--- src/sv/assert_macros.svh ---
`ifndef ASSERT_MACROS_SVH
`define ASSERT_MACROS_SVH

// Checks that a condition holds at every clock edge outside reset.
`define ASSERT_ALWAYS(label, clk, rst_n, cond, msg) \
    label: assert property (@(posedge clk) disable iff (!rst_n) (cond)) else $error(msg);

// Checks that a consequent holds in the same cycle as its antecedent.
`define ASSERT_IMPLIES(label, clk, rst_n, ante, cons, msg) \
    label: assert property (@(posedge clk) disable iff (!rst_n) (ante) |-> (cons)) \
        else $error(msg);

`endif

--- src/sv/edfs_pkg.sv ---
`timescale 1ns / 1ps

package edfs_pkg;

    localparam logic [1:0] ACT_TICK        = 2'd0;
    localparam logic [1:0] ACT_CREATE_NORM = 2'd1;
    localparam logic [1:0] ACT_CREATE_RT   = 2'd2;
    localparam logic [1:0] ACT_SELECT      = 2'd3;

    localparam logic [1:0] KIND_FREE   = 2'd0;
    localparam logic [1:0] KIND_NORMAL = 2'd1;
    localparam logic [1:0] KIND_RT     = 2'd2;

    localparam int IN_TDATA_W  = 72;
    localparam int IN_TUSER_W  = 2;
    localparam int OUT_TDATA_W = 80;
    localparam int COUNT_W     = 16;

    localparam logic [COUNT_W-1:0] COUNT_MAX = 16'hFFFF;

    typedef struct packed {
        logic rt_better;
        logic nb_better;
        logic rt_unready;
    } cmp_res_t;

endpackage

--- src/sv/edfs_entry_mem.sv ---
`timescale 1ns / 1ps

module edfs_entry_mem #(
    parameter int DEPTH  = 16,
    parameter int WIDTH  = 68,
    parameter int ADDR_W = $clog2(DEPTH)
) (
    input  logic              aclk,
    input  logic              we,
    input  logic [ADDR_W-1:0] waddr,
    input  logic [WIDTH-1:0]  wdata,
    input  logic [ADDR_W-1:0] raddr,
    output logic [WIDTH-1:0]  rdata
);

    logic [WIDTH-1:0] mem [DEPTH];

    always_ff @(posedge aclk) begin
        if (we) begin
            mem[waddr] <= wdata;
        end
        rdata <= mem[raddr];
    end

endmodule

--- src/sv/edfs_cmp.sv ---
`timescale 1ns / 1ps

module edfs_cmp #(
    parameter int TIME_BITS = 32,
    parameter int ORD_W     = 4
) (
    input  logic [1:0]           kind,
    input  logic                 queued,
    input  logic [TIME_BITS-1:0] start,
    input  logic [TIME_BITS-1:0] dl,
    input  logic [ORD_W-1:0]     ord,
    input  logic [TIME_BITS-1:0] now,
    input  logic [TIME_BITS-1:0] best_dl,
    input  logic [ORD_W-1:0]     best_ord,
    input  logic                 rt_found,
    input  logic [ORD_W-1:0]     nb_ord,
    input  logic                 nb_found,
    output edfs_pkg::cmp_res_t   res
);
    import edfs_pkg::*;

    logic is_rt;
    logic is_nb;
    logic started;

    assign is_rt   = queued && (kind == KIND_RT);
    assign is_nb   = queued && (kind == KIND_NORMAL);
    assign started = (start <= now);

    always_comb begin
        res.rt_better  = is_rt && started &&
                         (!rt_found || (dl < best_dl) || ((dl == best_dl) && (ord < best_ord)));
        res.nb_better  = is_nb && (!nb_found || (ord < nb_ord));
        res.rt_unready = is_rt && !started;
    end

endmodule

--- src/sv/edf_realtime_scheduler.sv ---
`timescale 1ns / 1ps

// Task table scheduler: earliest deadline first for realtime tasks, round-robin
// for normal tasks, with a millisecond clock and met and miss counters.
// The input channel (s_) carries one command per transaction: the action in
// s_tuser, the realtime start, relative deadline and finished flag in s_tdata.
// Every command gives exactly one result transaction on the m_ channel.
// A creation scans the slot kinds one per cycle. A select reads the task memory
// once per slot, and when the running task changes sweeps the memory once more
// to close the queue ranks. The task memory has separate read and write ports,
// and one compare unit is shared by all slots. One command is worked on at a
// time, and s_tready is low meanwhile.
// The result sits in an output register; the next command is accepted while
// it waits, and a stalled receiver holds back only the following result.
// After reset all slots are free, the clock and both counters are zero and no
// task runs.
module edf_realtime_scheduler #(
    parameter int TASK_SLOTS = 16,
    parameter int TIME_BITS  = 32
) (
    input  logic                               aclk,
    input  logic                               aresetn,
    input  logic                               s_tvalid,
    output logic                               s_tready,
    // start_ms[31:0], relative_deadline_ms[63:32], current_finished[64], zero fill
    input  logic [edfs_pkg::IN_TDATA_W-1:0]    s_tdata,
    // action[1:0]
    input  logic [edfs_pkg::IN_TUSER_W-1:0]    s_tuser,
    output logic                               m_tvalid,
    input  logic                               m_tready,
    // selected_slot[3:0], selected_valid[4], waiting_for_start[5], created_slot[9:6],
    // create_ok[10], met_count[26:11], miss_count[42:27], clock_ms[74:43], zero fill
    output logic [edfs_pkg::OUT_TDATA_W-1:0]   m_tdata
);
    import edfs_pkg::*;

    `include "assert_macros.svh"

    localparam int SLOT_W = $clog2(TASK_SLOTS);
    localparam int CNT_W  = $clog2(TASK_SLOTS + 1);
    localparam int ORD_W  = SLOT_W;
    localparam int ENT_W  = 2 * TIME_BITS + ORD_W;

    localparam logic [3:0] ST_IDLE    = 4'd0;
    localparam logic [3:0] ST_CR_SCAN = 4'd1;
    localparam logic [3:0] ST_CR_WR   = 4'd2;
    localparam logic [3:0] ST_FIN_RD  = 4'd3;
    localparam logic [3:0] ST_FIN_CHK = 4'd4;
    localparam logic [3:0] ST_SCAN    = 4'd5;
    localparam logic [3:0] ST_DECIDE  = 4'd6;
    localparam logic [3:0] ST_SWEEP   = 4'd7;
    localparam logic [3:0] ST_DONE    = 4'd8;

    localparam logic [CNT_W-1:0] SLOTS_CNT = CNT_W'(TASK_SLOTS);

    // Control state
    logic [3:0]           state_reg, state_next;
    logic [CNT_W-1:0]     idx_reg, idx_next;
    logic                 rd_v_reg, rd_v_next;
    logic [1:0]           kind_reg [TASK_SLOTS];
    logic [1:0]           kind_next [TASK_SLOTS];
    logic [TIME_BITS-1:0] now_reg, now_next;
    logic [COUNT_W-1:0]   met_reg, met_next;
    logic [COUNT_W-1:0]   miss_reg, miss_next;
    logic [CNT_W-1:0]     cnt_reg, cnt_next;
    logic [SLOT_W-1:0]    run_slot_reg, run_slot_next;
    logic                 run_valid_reg, run_valid_next;
    logic                 rt_found_reg, rt_found_next;
    logic                 nb_found_reg, nb_found_next;
    logic                 unready_reg, unready_next;
    logic                 enq_r_reg, enq_r_next;
    logic                 m_valid_reg, m_valid_next;

    // Payload state
    logic [SLOT_W-1:0]    rd_idx_reg, rd_idx_next;
    logic [1:0]           act_reg, act_next;
    logic [TIME_BITS-1:0] start_in_reg, start_in_next;
    logic [TIME_BITS-1:0] rel_in_reg, rel_in_next;
    logic [TIME_BITS-1:0] best_dl_reg, best_dl_next;
    logic [ORD_W-1:0]     best_ord_reg, best_ord_next;
    logic [SLOT_W-1:0]    best_slot_reg, best_slot_next;
    logic [ORD_W-1:0]     nb_ord_reg, nb_ord_next;
    logic [SLOT_W-1:0]    nb_slot_reg, nb_slot_next;
    logic [TIME_BITS-1:0] run_dl_reg, run_dl_next;
    logic [SLOT_W-1:0]    d_slot_reg, d_slot_next;
    logic [ORD_W-1:0]     d_ord_reg, d_ord_next;
    logic [3:0]           sel_slot_reg, sel_slot_next;
    logic                 sel_valid_reg, sel_valid_next;
    logic                 wait_reg, wait_next;
    logic [3:0]           cr_slot_reg, cr_slot_next;
    logic                 cr_ok_reg, cr_ok_next;
    logic [OUT_TDATA_W-1:0] m_data_reg, m_data_next;

    // Task memory port
    logic                 mem_we;
    logic [SLOT_W-1:0]    mem_waddr;
    logic [ENT_W-1:0]     mem_wdata;
    logic [SLOT_W-1:0]    mem_raddr;
    logic [ENT_W-1:0]     mem_rdata;

    logic [TIME_BITS-1:0] rd_start;
    logic [TIME_BITS-1:0] rd_dl;
    logic [ORD_W-1:0]     rd_ord;
    logic [1:0]           rd_kind;
    logic                 rd_queued;
    cmp_res_t             cmp_res;

    logic                 run_is_rt;
    logic                 go;
    logic [SLOT_W-1:0]    tgt_slot;
    logic [ORD_W-1:0]     tgt_ord;

    assign rd_start  = mem_rdata[TIME_BITS-1:0];
    assign rd_dl     = mem_rdata[2*TIME_BITS-1:TIME_BITS];
    assign rd_ord    = mem_rdata[ENT_W-1:2*TIME_BITS];
    assign rd_kind   = kind_reg[rd_idx_reg];
    assign rd_queued = ((rd_kind == KIND_NORMAL) || (rd_kind == KIND_RT)) &&
                       !(run_valid_reg && (rd_idx_reg == run_slot_reg));
    assign run_is_rt = (kind_reg[run_slot_reg] == KIND_RT);

    assign s_tready = (state_reg == ST_IDLE);
    assign m_tvalid = m_valid_reg;
    assign m_tdata  = m_data_reg;

    edfs_entry_mem #(
        .DEPTH (TASK_SLOTS),
        .WIDTH (ENT_W)
    ) u_mem (
        .aclk  (aclk),
        .we    (mem_we),
        .waddr (mem_waddr),
        .wdata (mem_wdata),
        .raddr (mem_raddr),
        .rdata (mem_rdata)
    );

    edfs_cmp #(
        .TIME_BITS (TIME_BITS),
        .ORD_W     (ORD_W)
    ) u_cmp (
        .kind     (rd_kind),
        .queued   (rd_queued),
        .start    (rd_start),
        .dl       (rd_dl),
        .ord      (rd_ord),
        .now      (now_reg),
        .best_dl  (best_dl_reg),
        .best_ord (best_ord_reg),
        .rt_found (rt_found_reg),
        .nb_ord   (nb_ord_reg),
        .nb_found (nb_found_reg),
        .res      (cmp_res)
    );

    always_comb begin
        state_next     = state_reg;
        idx_next       = idx_reg;
        rd_v_next      = 1'b0;
        kind_next      = kind_reg;
        now_next       = now_reg;
        met_next       = met_reg;
        miss_next      = miss_reg;
        cnt_next       = cnt_reg;
        run_slot_next  = run_slot_reg;
        run_valid_next = run_valid_reg;
        rt_found_next  = rt_found_reg;
        nb_found_next  = nb_found_reg;
        unready_next   = unready_reg;
        enq_r_next     = enq_r_reg;
        m_valid_next   = m_valid_reg && !m_tready;
        rd_idx_next    = rd_idx_reg;
        act_next       = act_reg;
        start_in_next  = start_in_reg;
        rel_in_next    = rel_in_reg;
        best_dl_next   = best_dl_reg;
        best_ord_next  = best_ord_reg;
        best_slot_next = best_slot_reg;
        nb_ord_next    = nb_ord_reg;
        nb_slot_next   = nb_slot_reg;
        run_dl_next    = run_dl_reg;
        d_slot_next    = d_slot_reg;
        d_ord_next     = d_ord_reg;
        sel_slot_next  = sel_slot_reg;
        sel_valid_next = sel_valid_reg;
        wait_next      = wait_reg;
        cr_slot_next   = cr_slot_reg;
        cr_ok_next     = cr_ok_reg;
        m_data_next    = m_data_reg;
        mem_we         = 1'b0;
        mem_waddr      = rd_idx_reg;
        mem_wdata      = {rd_ord, rd_dl, rd_start};
        mem_raddr      = idx_reg[SLOT_W-1:0];
        go             = 1'b0;
        tgt_slot       = best_slot_reg;
        tgt_ord        = best_ord_reg;

        unique case (state_reg)
            ST_IDLE: begin
                if (s_tvalid) begin
                    act_next       = s_tuser[1:0];
                    start_in_next  = TIME_BITS'(s_tdata[31:0]);
                    rel_in_next    = TIME_BITS'(s_tdata[63:32]);
                    sel_slot_next  = 4'd0;
                    sel_valid_next = 1'b0;
                    wait_next      = 1'b0;
                    cr_slot_next   = 4'd0;
                    cr_ok_next     = 1'b0;
                    idx_next       = '0;
                    rt_found_next  = 1'b0;
                    nb_found_next  = 1'b0;
                    unready_next   = 1'b0;
                    unique case (s_tuser[1:0])
                        ACT_TICK: begin
                            now_next   = now_reg + 1'b1;
                            state_next = ST_DONE;
                        end
                        ACT_CREATE_NORM, ACT_CREATE_RT: begin
                            state_next = ST_CR_SCAN;
                        end
                        default: begin
                            if (s_tdata[64] && run_valid_reg) begin
                                state_next = ST_FIN_RD;
                            end else begin
                                state_next = ST_SCAN;
                            end
                        end
                    endcase
                end
            end

            ST_CR_SCAN: begin
                if (idx_reg == SLOTS_CNT) begin
                    state_next = ST_DONE;
                end else if ((kind_reg[idx_reg[SLOT_W-1:0]] != KIND_NORMAL) &&
                             (kind_reg[idx_reg[SLOT_W-1:0]] != KIND_RT)) begin
                    state_next = ST_CR_WR;
                end else begin
                    idx_next = idx_reg + 1'b1;
                end
            end

            ST_CR_WR: begin
                mem_we    = 1'b1;
                mem_waddr = idx_reg[SLOT_W-1:0];
                if (act_reg == ACT_CREATE_RT) begin
                    mem_wdata = {cnt_reg[ORD_W-1:0], start_in_reg + rel_in_reg, start_in_reg};
                    kind_next[idx_reg[SLOT_W-1:0]] = KIND_RT;
                end else begin
                    mem_wdata = {cnt_reg[ORD_W-1:0], {(2*TIME_BITS){1'b0}}};
                    kind_next[idx_reg[SLOT_W-1:0]] = KIND_NORMAL;
                end
                cnt_next     = cnt_reg + 1'b1;
                cr_slot_next = 4'(idx_reg[SLOT_W-1:0]);
                cr_ok_next   = 1'b1;
                state_next   = ST_DONE;
            end

            ST_FIN_RD: begin
                mem_raddr  = run_slot_reg;
                state_next = ST_FIN_CHK;
            end

            ST_FIN_CHK: begin
                // Realtime work counts once: late if the clock has passed the deadline.
                if (run_is_rt) begin
                    if (now_reg > rd_dl) begin
                        if (miss_reg != COUNT_MAX) begin
                            miss_next = miss_reg + 1'b1;
                        end
                    end else if (met_reg != COUNT_MAX) begin
                        met_next = met_reg + 1'b1;
                    end
                end
                kind_next[run_slot_reg] = KIND_FREE;
                run_valid_next          = 1'b0;
                state_next              = ST_SCAN;
            end

            ST_SCAN: begin
                if (idx_reg != SLOTS_CNT) begin
                    rd_v_next   = 1'b1;
                    rd_idx_next = idx_reg[SLOT_W-1:0];
                    idx_next    = idx_reg + 1'b1;
                end
                if (rd_v_reg) begin
                    if (cmp_res.rt_better) begin
                        best_dl_next   = rd_dl;
                        best_ord_next  = rd_ord;
                        best_slot_next = rd_idx_reg;
                        rt_found_next  = 1'b1;
                    end
                    if (cmp_res.nb_better) begin
                        nb_ord_next   = rd_ord;
                        nb_slot_next  = rd_idx_reg;
                        nb_found_next = 1'b1;
                    end
                    if (cmp_res.rt_unready) begin
                        unready_next = 1'b1;
                    end
                    if (run_valid_reg && (rd_idx_reg == run_slot_reg)) begin
                        run_dl_next = rd_dl;
                    end
                end
                if ((idx_reg == SLOTS_CNT) && !rd_v_reg) begin
                    state_next = ST_DECIDE;
                end
            end

            ST_DECIDE: begin
                if (run_valid_reg) begin
                    if (run_is_rt) begin
                        go = rt_found_reg && (run_dl_reg > best_dl_reg);
                    end else if (rt_found_reg) begin
                        go = 1'b1;
                    end else if (nb_found_reg) begin
                        go       = 1'b1;
                        tgt_slot = nb_slot_reg;
                        tgt_ord  = nb_ord_reg;
                    end
                end else if (rt_found_reg) begin
                    go = 1'b1;
                end else if (nb_found_reg) begin
                    go       = 1'b1;
                    tgt_slot = nb_slot_reg;
                    tgt_ord  = nb_ord_reg;
                end else begin
                    wait_next = unready_reg;
                end
                if (go) begin
                    d_slot_next = tgt_slot;
                    d_ord_next  = tgt_ord;
                    enq_r_next  = run_valid_reg;
                    idx_next    = '0;
                    state_next  = ST_SWEEP;
                end else begin
                    sel_slot_next  = run_valid_reg ? 4'(run_slot_reg) : 4'd0;
                    sel_valid_next = run_valid_reg;
                    state_next     = ST_DONE;
                end
            end

            ST_SWEEP: begin
                // The chosen task leaves the queue: later ranks move up by one,
                // and a preempted task takes the tail rank.
                if (idx_reg != SLOTS_CNT) begin
                    rd_v_next   = 1'b1;
                    rd_idx_next = idx_reg[SLOT_W-1:0];
                    idx_next    = idx_reg + 1'b1;
                end
                if (rd_v_reg) begin
                    if (enq_r_reg && (rd_idx_reg == run_slot_reg)) begin
                        mem_we    = 1'b1;
                        mem_wdata = {ORD_W'(cnt_reg - 1'b1), rd_dl, rd_start};
                    end else if (rd_queued && (rd_idx_reg != d_slot_reg) &&
                                 (rd_ord > d_ord_reg)) begin
                        mem_we    = 1'b1;
                        mem_wdata = {rd_ord - 1'b1, rd_dl, rd_start};
                    end
                end
                if ((idx_reg == SLOTS_CNT) && !rd_v_reg) begin
                    run_slot_next  = d_slot_reg;
                    run_valid_next = 1'b1;
                    if (!enq_r_reg) begin
                        cnt_next = cnt_reg - 1'b1;
                    end
                    sel_slot_next  = 4'(d_slot_reg);
                    sel_valid_next = 1'b1;
                    state_next     = ST_DONE;
                end
            end

            ST_DONE: begin
                if (!m_valid_reg || m_tready) begin
                    m_valid_next = 1'b1;
                    m_data_next  = {5'd0, 32'(now_reg), miss_reg, met_reg, cr_ok_reg,
                                    cr_slot_reg, wait_reg, sel_valid_reg, sel_slot_reg};
                    state_next   = ST_IDLE;
                end
            end

            default: begin
                state_next = ST_IDLE;
            end
        endcase
    end

    always_ff @(posedge aclk) begin
        if (!aresetn) begin
            state_reg     <= ST_IDLE;
            idx_reg       <= '0;
            rd_v_reg      <= 1'b0;
            for (int i = 0; i < TASK_SLOTS; i++) begin
                kind_reg[i] <= KIND_FREE;
            end
            now_reg       <= '0;
            met_reg       <= '0;
            miss_reg      <= '0;
            cnt_reg       <= '0;
            run_slot_reg  <= '0;
            run_valid_reg <= 1'b0;
            rt_found_reg  <= 1'b0;
            nb_found_reg  <= 1'b0;
            unready_reg   <= 1'b0;
            enq_r_reg     <= 1'b0;
            m_valid_reg   <= 1'b0;
        end else begin
            state_reg     <= state_next;
            idx_reg       <= idx_next;
            rd_v_reg      <= rd_v_next;
            kind_reg      <= kind_next;
            now_reg       <= now_next;
            met_reg       <= met_next;
            miss_reg      <= miss_next;
            cnt_reg       <= cnt_next;
            run_slot_reg  <= run_slot_next;
            run_valid_reg <= run_valid_next;
            rt_found_reg  <= rt_found_next;
            nb_found_reg  <= nb_found_next;
            unready_reg   <= unready_next;
            enq_r_reg     <= enq_r_next;
            m_valid_reg   <= m_valid_next;
        end
    end

    always_ff @(posedge aclk) begin
        rd_idx_reg    <= rd_idx_next;
        act_reg       <= act_next;
        start_in_reg  <= start_in_next;
        rel_in_reg    <= rel_in_next;
        best_dl_reg   <= best_dl_next;
        best_ord_reg  <= best_ord_next;
        best_slot_reg <= best_slot_next;
        nb_ord_reg    <= nb_ord_next;
        nb_slot_reg   <= nb_slot_next;
        run_dl_reg    <= run_dl_next;
        d_slot_reg    <= d_slot_next;
        d_ord_reg     <= d_ord_next;
        sel_slot_reg  <= sel_slot_next;
        sel_valid_reg <= sel_valid_next;
        wait_reg      <= wait_next;
        cr_slot_reg   <= cr_slot_next;
        cr_ok_reg     <= cr_ok_next;
        m_data_reg    <= m_data_next;
    end

    `ASSERT_ALWAYS(a_cnt_bound, aclk, aresetn, cnt_reg <= SLOTS_CNT, "queue count exceeds slots")
    `ASSERT_IMPLIES(a_run_occupied, aclk, aresetn, run_valid_reg,
        (kind_reg[run_slot_reg] == KIND_NORMAL) || (kind_reg[run_slot_reg] == KIND_RT),
        "running slot is free")
    `ASSERT_IMPLIES(a_met_mono, aclk, aresetn, $past(aresetn), met_reg >= $past(met_reg),
        "met counter decreased")
    `ASSERT_IMPLIES(a_miss_mono, aclk, aresetn, $past(aresetn), miss_reg >= $past(miss_reg),
        "miss counter decreased")

endmodule
--- config.mk ---
export PLATFORM = sky130hd
export DESIGN_NAME = edf_realtime_scheduler
export DESIGN_NICKNAME = d
export VERILOG_FILES = /design/src/sv/edfs_pkg.sv /design/src/sv/edfs_entry_mem.sv /design/src/sv/edfs_cmp.sv /design/src/sv/edf_realtime_scheduler.sv
export VERILOG_INCLUDE_DIRS = /design/src /design/src/sv
export SDC_FILE = /design/constraint.sdc
export NUM_CORES = 2
export LEC_CHECK = 0
export BUFFER_PORTS_ARGS = -buffer_cell sky130_fd_sc_hd__clkbuf_2
export CAP_MARGIN = 10
export CORE_UTILIZATION = 45
export DETAILED_ROUTE_END_ITERATION = 12
export HOLD_SLACK_MARGIN = 0.15
export PLACE_DENSITY = 0.63
export SLEW_MARGIN = 20
export SYNTH_ARGS = -nofsm -noshare
export SYNTH_HDL_FRONTEND = slang
export SYNTH_HIERARCHICAL = 1
export SYNTH_SLANG_ARGS = --single-unit
--- constraint.sdc ---
create_clock -name aclk -period 9.4 [get_ports aclk]
set_input_delay 0.47 -clock aclk [delete_from_list [all_inputs] [get_ports aclk]]
set_output_delay 0.47 -clock aclk [all_outputs]
set_load 0.005 [all_outputs]
==> results.yml <==
route:
  vias_per_cell: 5.90
  drt_iter0_drc: 3692
  ant_nets: 0
  drc: 0
  routed_wl_um: 160000
  wire_per_inst_um: 26.8
  dr.pass1.iters: 5
  routed-via-count: 35285
synth:
  yosysSeqAreaShare_pct: 70.0
  syn-instance-count: 3765
  yosys_warnings: 6
  yosys.area.top_type: "edfxtp_1"
  syn_area_per_cell_um2: 16.6
  synth_area_leaders: "edfxtp_1 64%, mux4_2 10%, dfxtp_1 6.0%"
  async_reset_ff_share_pct: 0
  synth_area_mm2: 0.0625
  yosysUniqueCellTypes: 91
  synth_common_cells: "1332 x edfxtp_1, 286 x mux4_2, 278 x nand2_1, 188 x dfxtp_1, 179 x ha_1"
  yosys_most_used_dff: "edfxtp_1"
  synth-edff-count: 1332
  ys_seq_elements: 1520
  yosysMostFrequentCell: "edfxtp_1"
  synth_top_cell_area_share_pct: 64.0
grt:
  met2_usage_pct: 35.5
  track_usage_pct: 22.8
  busiest_layer: "met2"
  grt_pass1_wl_um: 233000
  antenna_found_initial: 1
  grt_max_degree: 152
  grt_pass1_vias: 34552
  gr-usage-met3_pct: 4.09
  use_met1_pct: 33.1
  grt_overflow: 0
cts:
  clock-sinks: 1520
  cts_setup_buffers: 0
  cts_tree: "built"
  cts_htree_levels: 4
  cts_resized: 0
  cts_buffers: 159
  clk_latency_ns: 0.81
  clk_pin_slew_ns: 0.06
  clockBufferDepth: 3
  clock-root-buffer: "clkbuf_16"
timing:
  rsz0062_at_grt: "false"
  worst_pin_slew_ns: 1.13
  setup_tns_ns: 0
  slew-limit-headroom_pct: 24.6
  min_period_over_period_pct: 63.4
  finalSetupViolations: 0
  finalCriticalPeriod_ns: 5.96
  clock_skew_ns: 0.0502
  drv_slew: 0
  hold_viol_final: 0
  fmax_mhz: 168
worst_setup_path:
  cp_top_family: "simple AND/OR/NAND/NOR gates"
  cp-end-kind: "flip-flop"
  required_ns: 9.82
  critPathSlowestCell: "edfxtp_1"
  crit_buf_inv: 2
  rr_startpoint: "rd_idx_reg[0]"
  critPathKind: "reg2reg"
  worstPathMaxFanout: 35
  r2r_slack_ns: 3.44
  r2r.worst_path.cells: 11
  cpPeakStageDelay_ns: 0.82
  cp.arrival_ns: 6.38
  startpoint_type: "flip-flop"
  crit_chain: "mux4_2 > a22oi_1 > nand3_1 > xnor2_1 > nor4_4 > nor2_1 > o21ai_0 > nand3_1 > nor2_4 > buf_4 > buf_4"
  r2r-end: "u_mem/mem[15][0]"
final_layout:
  utilization_pct: 52.1
  regMostFlops: "u_mem/mem"
  drive_above_1_share_pct: 19.9
  largest_reg_flops: 1088
  fin_nets: 4303
  regArea_mm2: 0.0438
  multi_input_area_mm2: 0.0176
  area_delta_synth_final_pct: 14.8
  n_fill_cell: 11054
die:
  initial_core_util_pct: 45.4
  placementRows: 136
  ioPinCount: 160
  floorplan.die.width_um: 375
  fp.dieArea_mm2: 0.140
  coreArea_mm2: 0.138
  fp.dieH_um: 375
pwr:
  p_leak_uw: 0.0241
  powerDensity_mw_per_mm2: 249
  ir_drop_mv: 0.222
status:
  outcome: "finished clean"
min_path:
  holdPathEnd: "state_reg[1]"
  min-delay-start: "s_tdata[64]"
  worst_hold_path_type: "in2reg"
  holdPathStages: 5
placed_design:
  gp_congestion: 0.865
  io_buffers: 147
  dp_hpwl_um: 94500
flow_run:
  cap_violations: 0
-- final cells by class --
| type | instances | area share, % |
|---|---|---|
| antenna | 1 | 0.00349 |
| multi-input combinational | 1909 | 24.6 |
| tap | 1794 | 3.13 |
| clock inverter | 73 | 1.29 |
| inverter | 167 | 0.879 |
| clock buffer | 225 | 6.23 |
| sequential | 1520 | 61.0 |
| timing repair buffer | 288 | 2.87 |
-- where the power goes --
part           internal (µW)  switching (µW)
Sequential              8160             336
Clock                   3690            2680
Combinational           1110            1850
Total                  13000            4870
-- cells by family after synthesis --
family	Yosys count	share of synthesized area (%)
simple gates	809	6.42
other cells	1	0.00600
mux	330	11.0
xor+xnor	77	1.08
flops	1520	70.0
fa+ha+maj	180	3.62
buf+inv	340	2.25
compound gates	508	5.57
-- how the worst max path moves through the flow --
stage | from | end | slack, ns | depth (start not counted)
2_1_floorplan | rd_idx_reg[0] | u_mem/mem[0][0] | 1.38 | 10
3_3_place_gp | rd_idx_reg[0] | u_mem/mem[15][2] | 3.48 | 11
3_5_place_dp | rd_idx_reg[0] | u_mem/mem[15][0] | 3.48 | 11
4_1_cts | rd_idx_reg[0] | u_mem/mem[15][1] | 3.49 | 11
5_1_grt | rd_idx_reg[0] | u_mem/mem[15][34] | 3.16 | 11
6_report | rd_idx_reg[0] | u_mem/mem[15][0] | 3.44 | 11
-- cells in the final DEF (no fill, tap or decap), types with 21 or more instances in the layout --
cell type	n
xnor2_1	39
clkbuf_1	44
clkbuf_2	147
o21ai_0	52
edfxtp_1	1332
dfxtp_1	188
nor2b_1	21
mux4_2	286
nand2b_1	36
a22oi_1	141
a21o_1	41
nand3_1	90
inv_1	164
nand4_1	55
clkbuf_16	161
nand2_1	277
xor2_1	38
dlygate4sd3_1	68
a21oi_1	101
a31oi_1	23
mux2i_1	32
and3_1	30
ha_1	179
clkinv_2	32
nor2_1	152
buf_4	65
-- routing by layer --
layer | up-vias | wire, µm
met4 | 0 | 3030
met3 | 186 | 13000
met5 | - | 0
li1 | 15414 | -
met2 | 1452 | 75300
met1 | 18233 | 68800
-- tightest hold or removal path, cell delays in order --
cell      delay [ns]
clkbuf_2        0.10
nand2_1         0.06
o22ai_1         0.09
nor4_1          0.17
nor3_1          0.07
-- through the flow --
stage                     power [µW]  hold slack, ns  worst slack [ns]  cell area [µm²]  std cells
after detailed placement       11500           0.405              3.48            65600       5609
after CTS                      17900           0.195              3.49            71600       5975
after global placement         11500           0.403              3.48            65500       5608
after global routing           18500           0.252              3.16            71700       5976
after floorplan                10500           0.400              1.38            62500       3769
final                          17800           0.251              3.44            71700       5977
-- repair_timing --
item                                   in CTS  in global routing
endpoints found under the hold margin      69                  0
setup endpoints to repair                   0                  0
hold buffers                               68                  0
(Power assumes the default switching activity.)
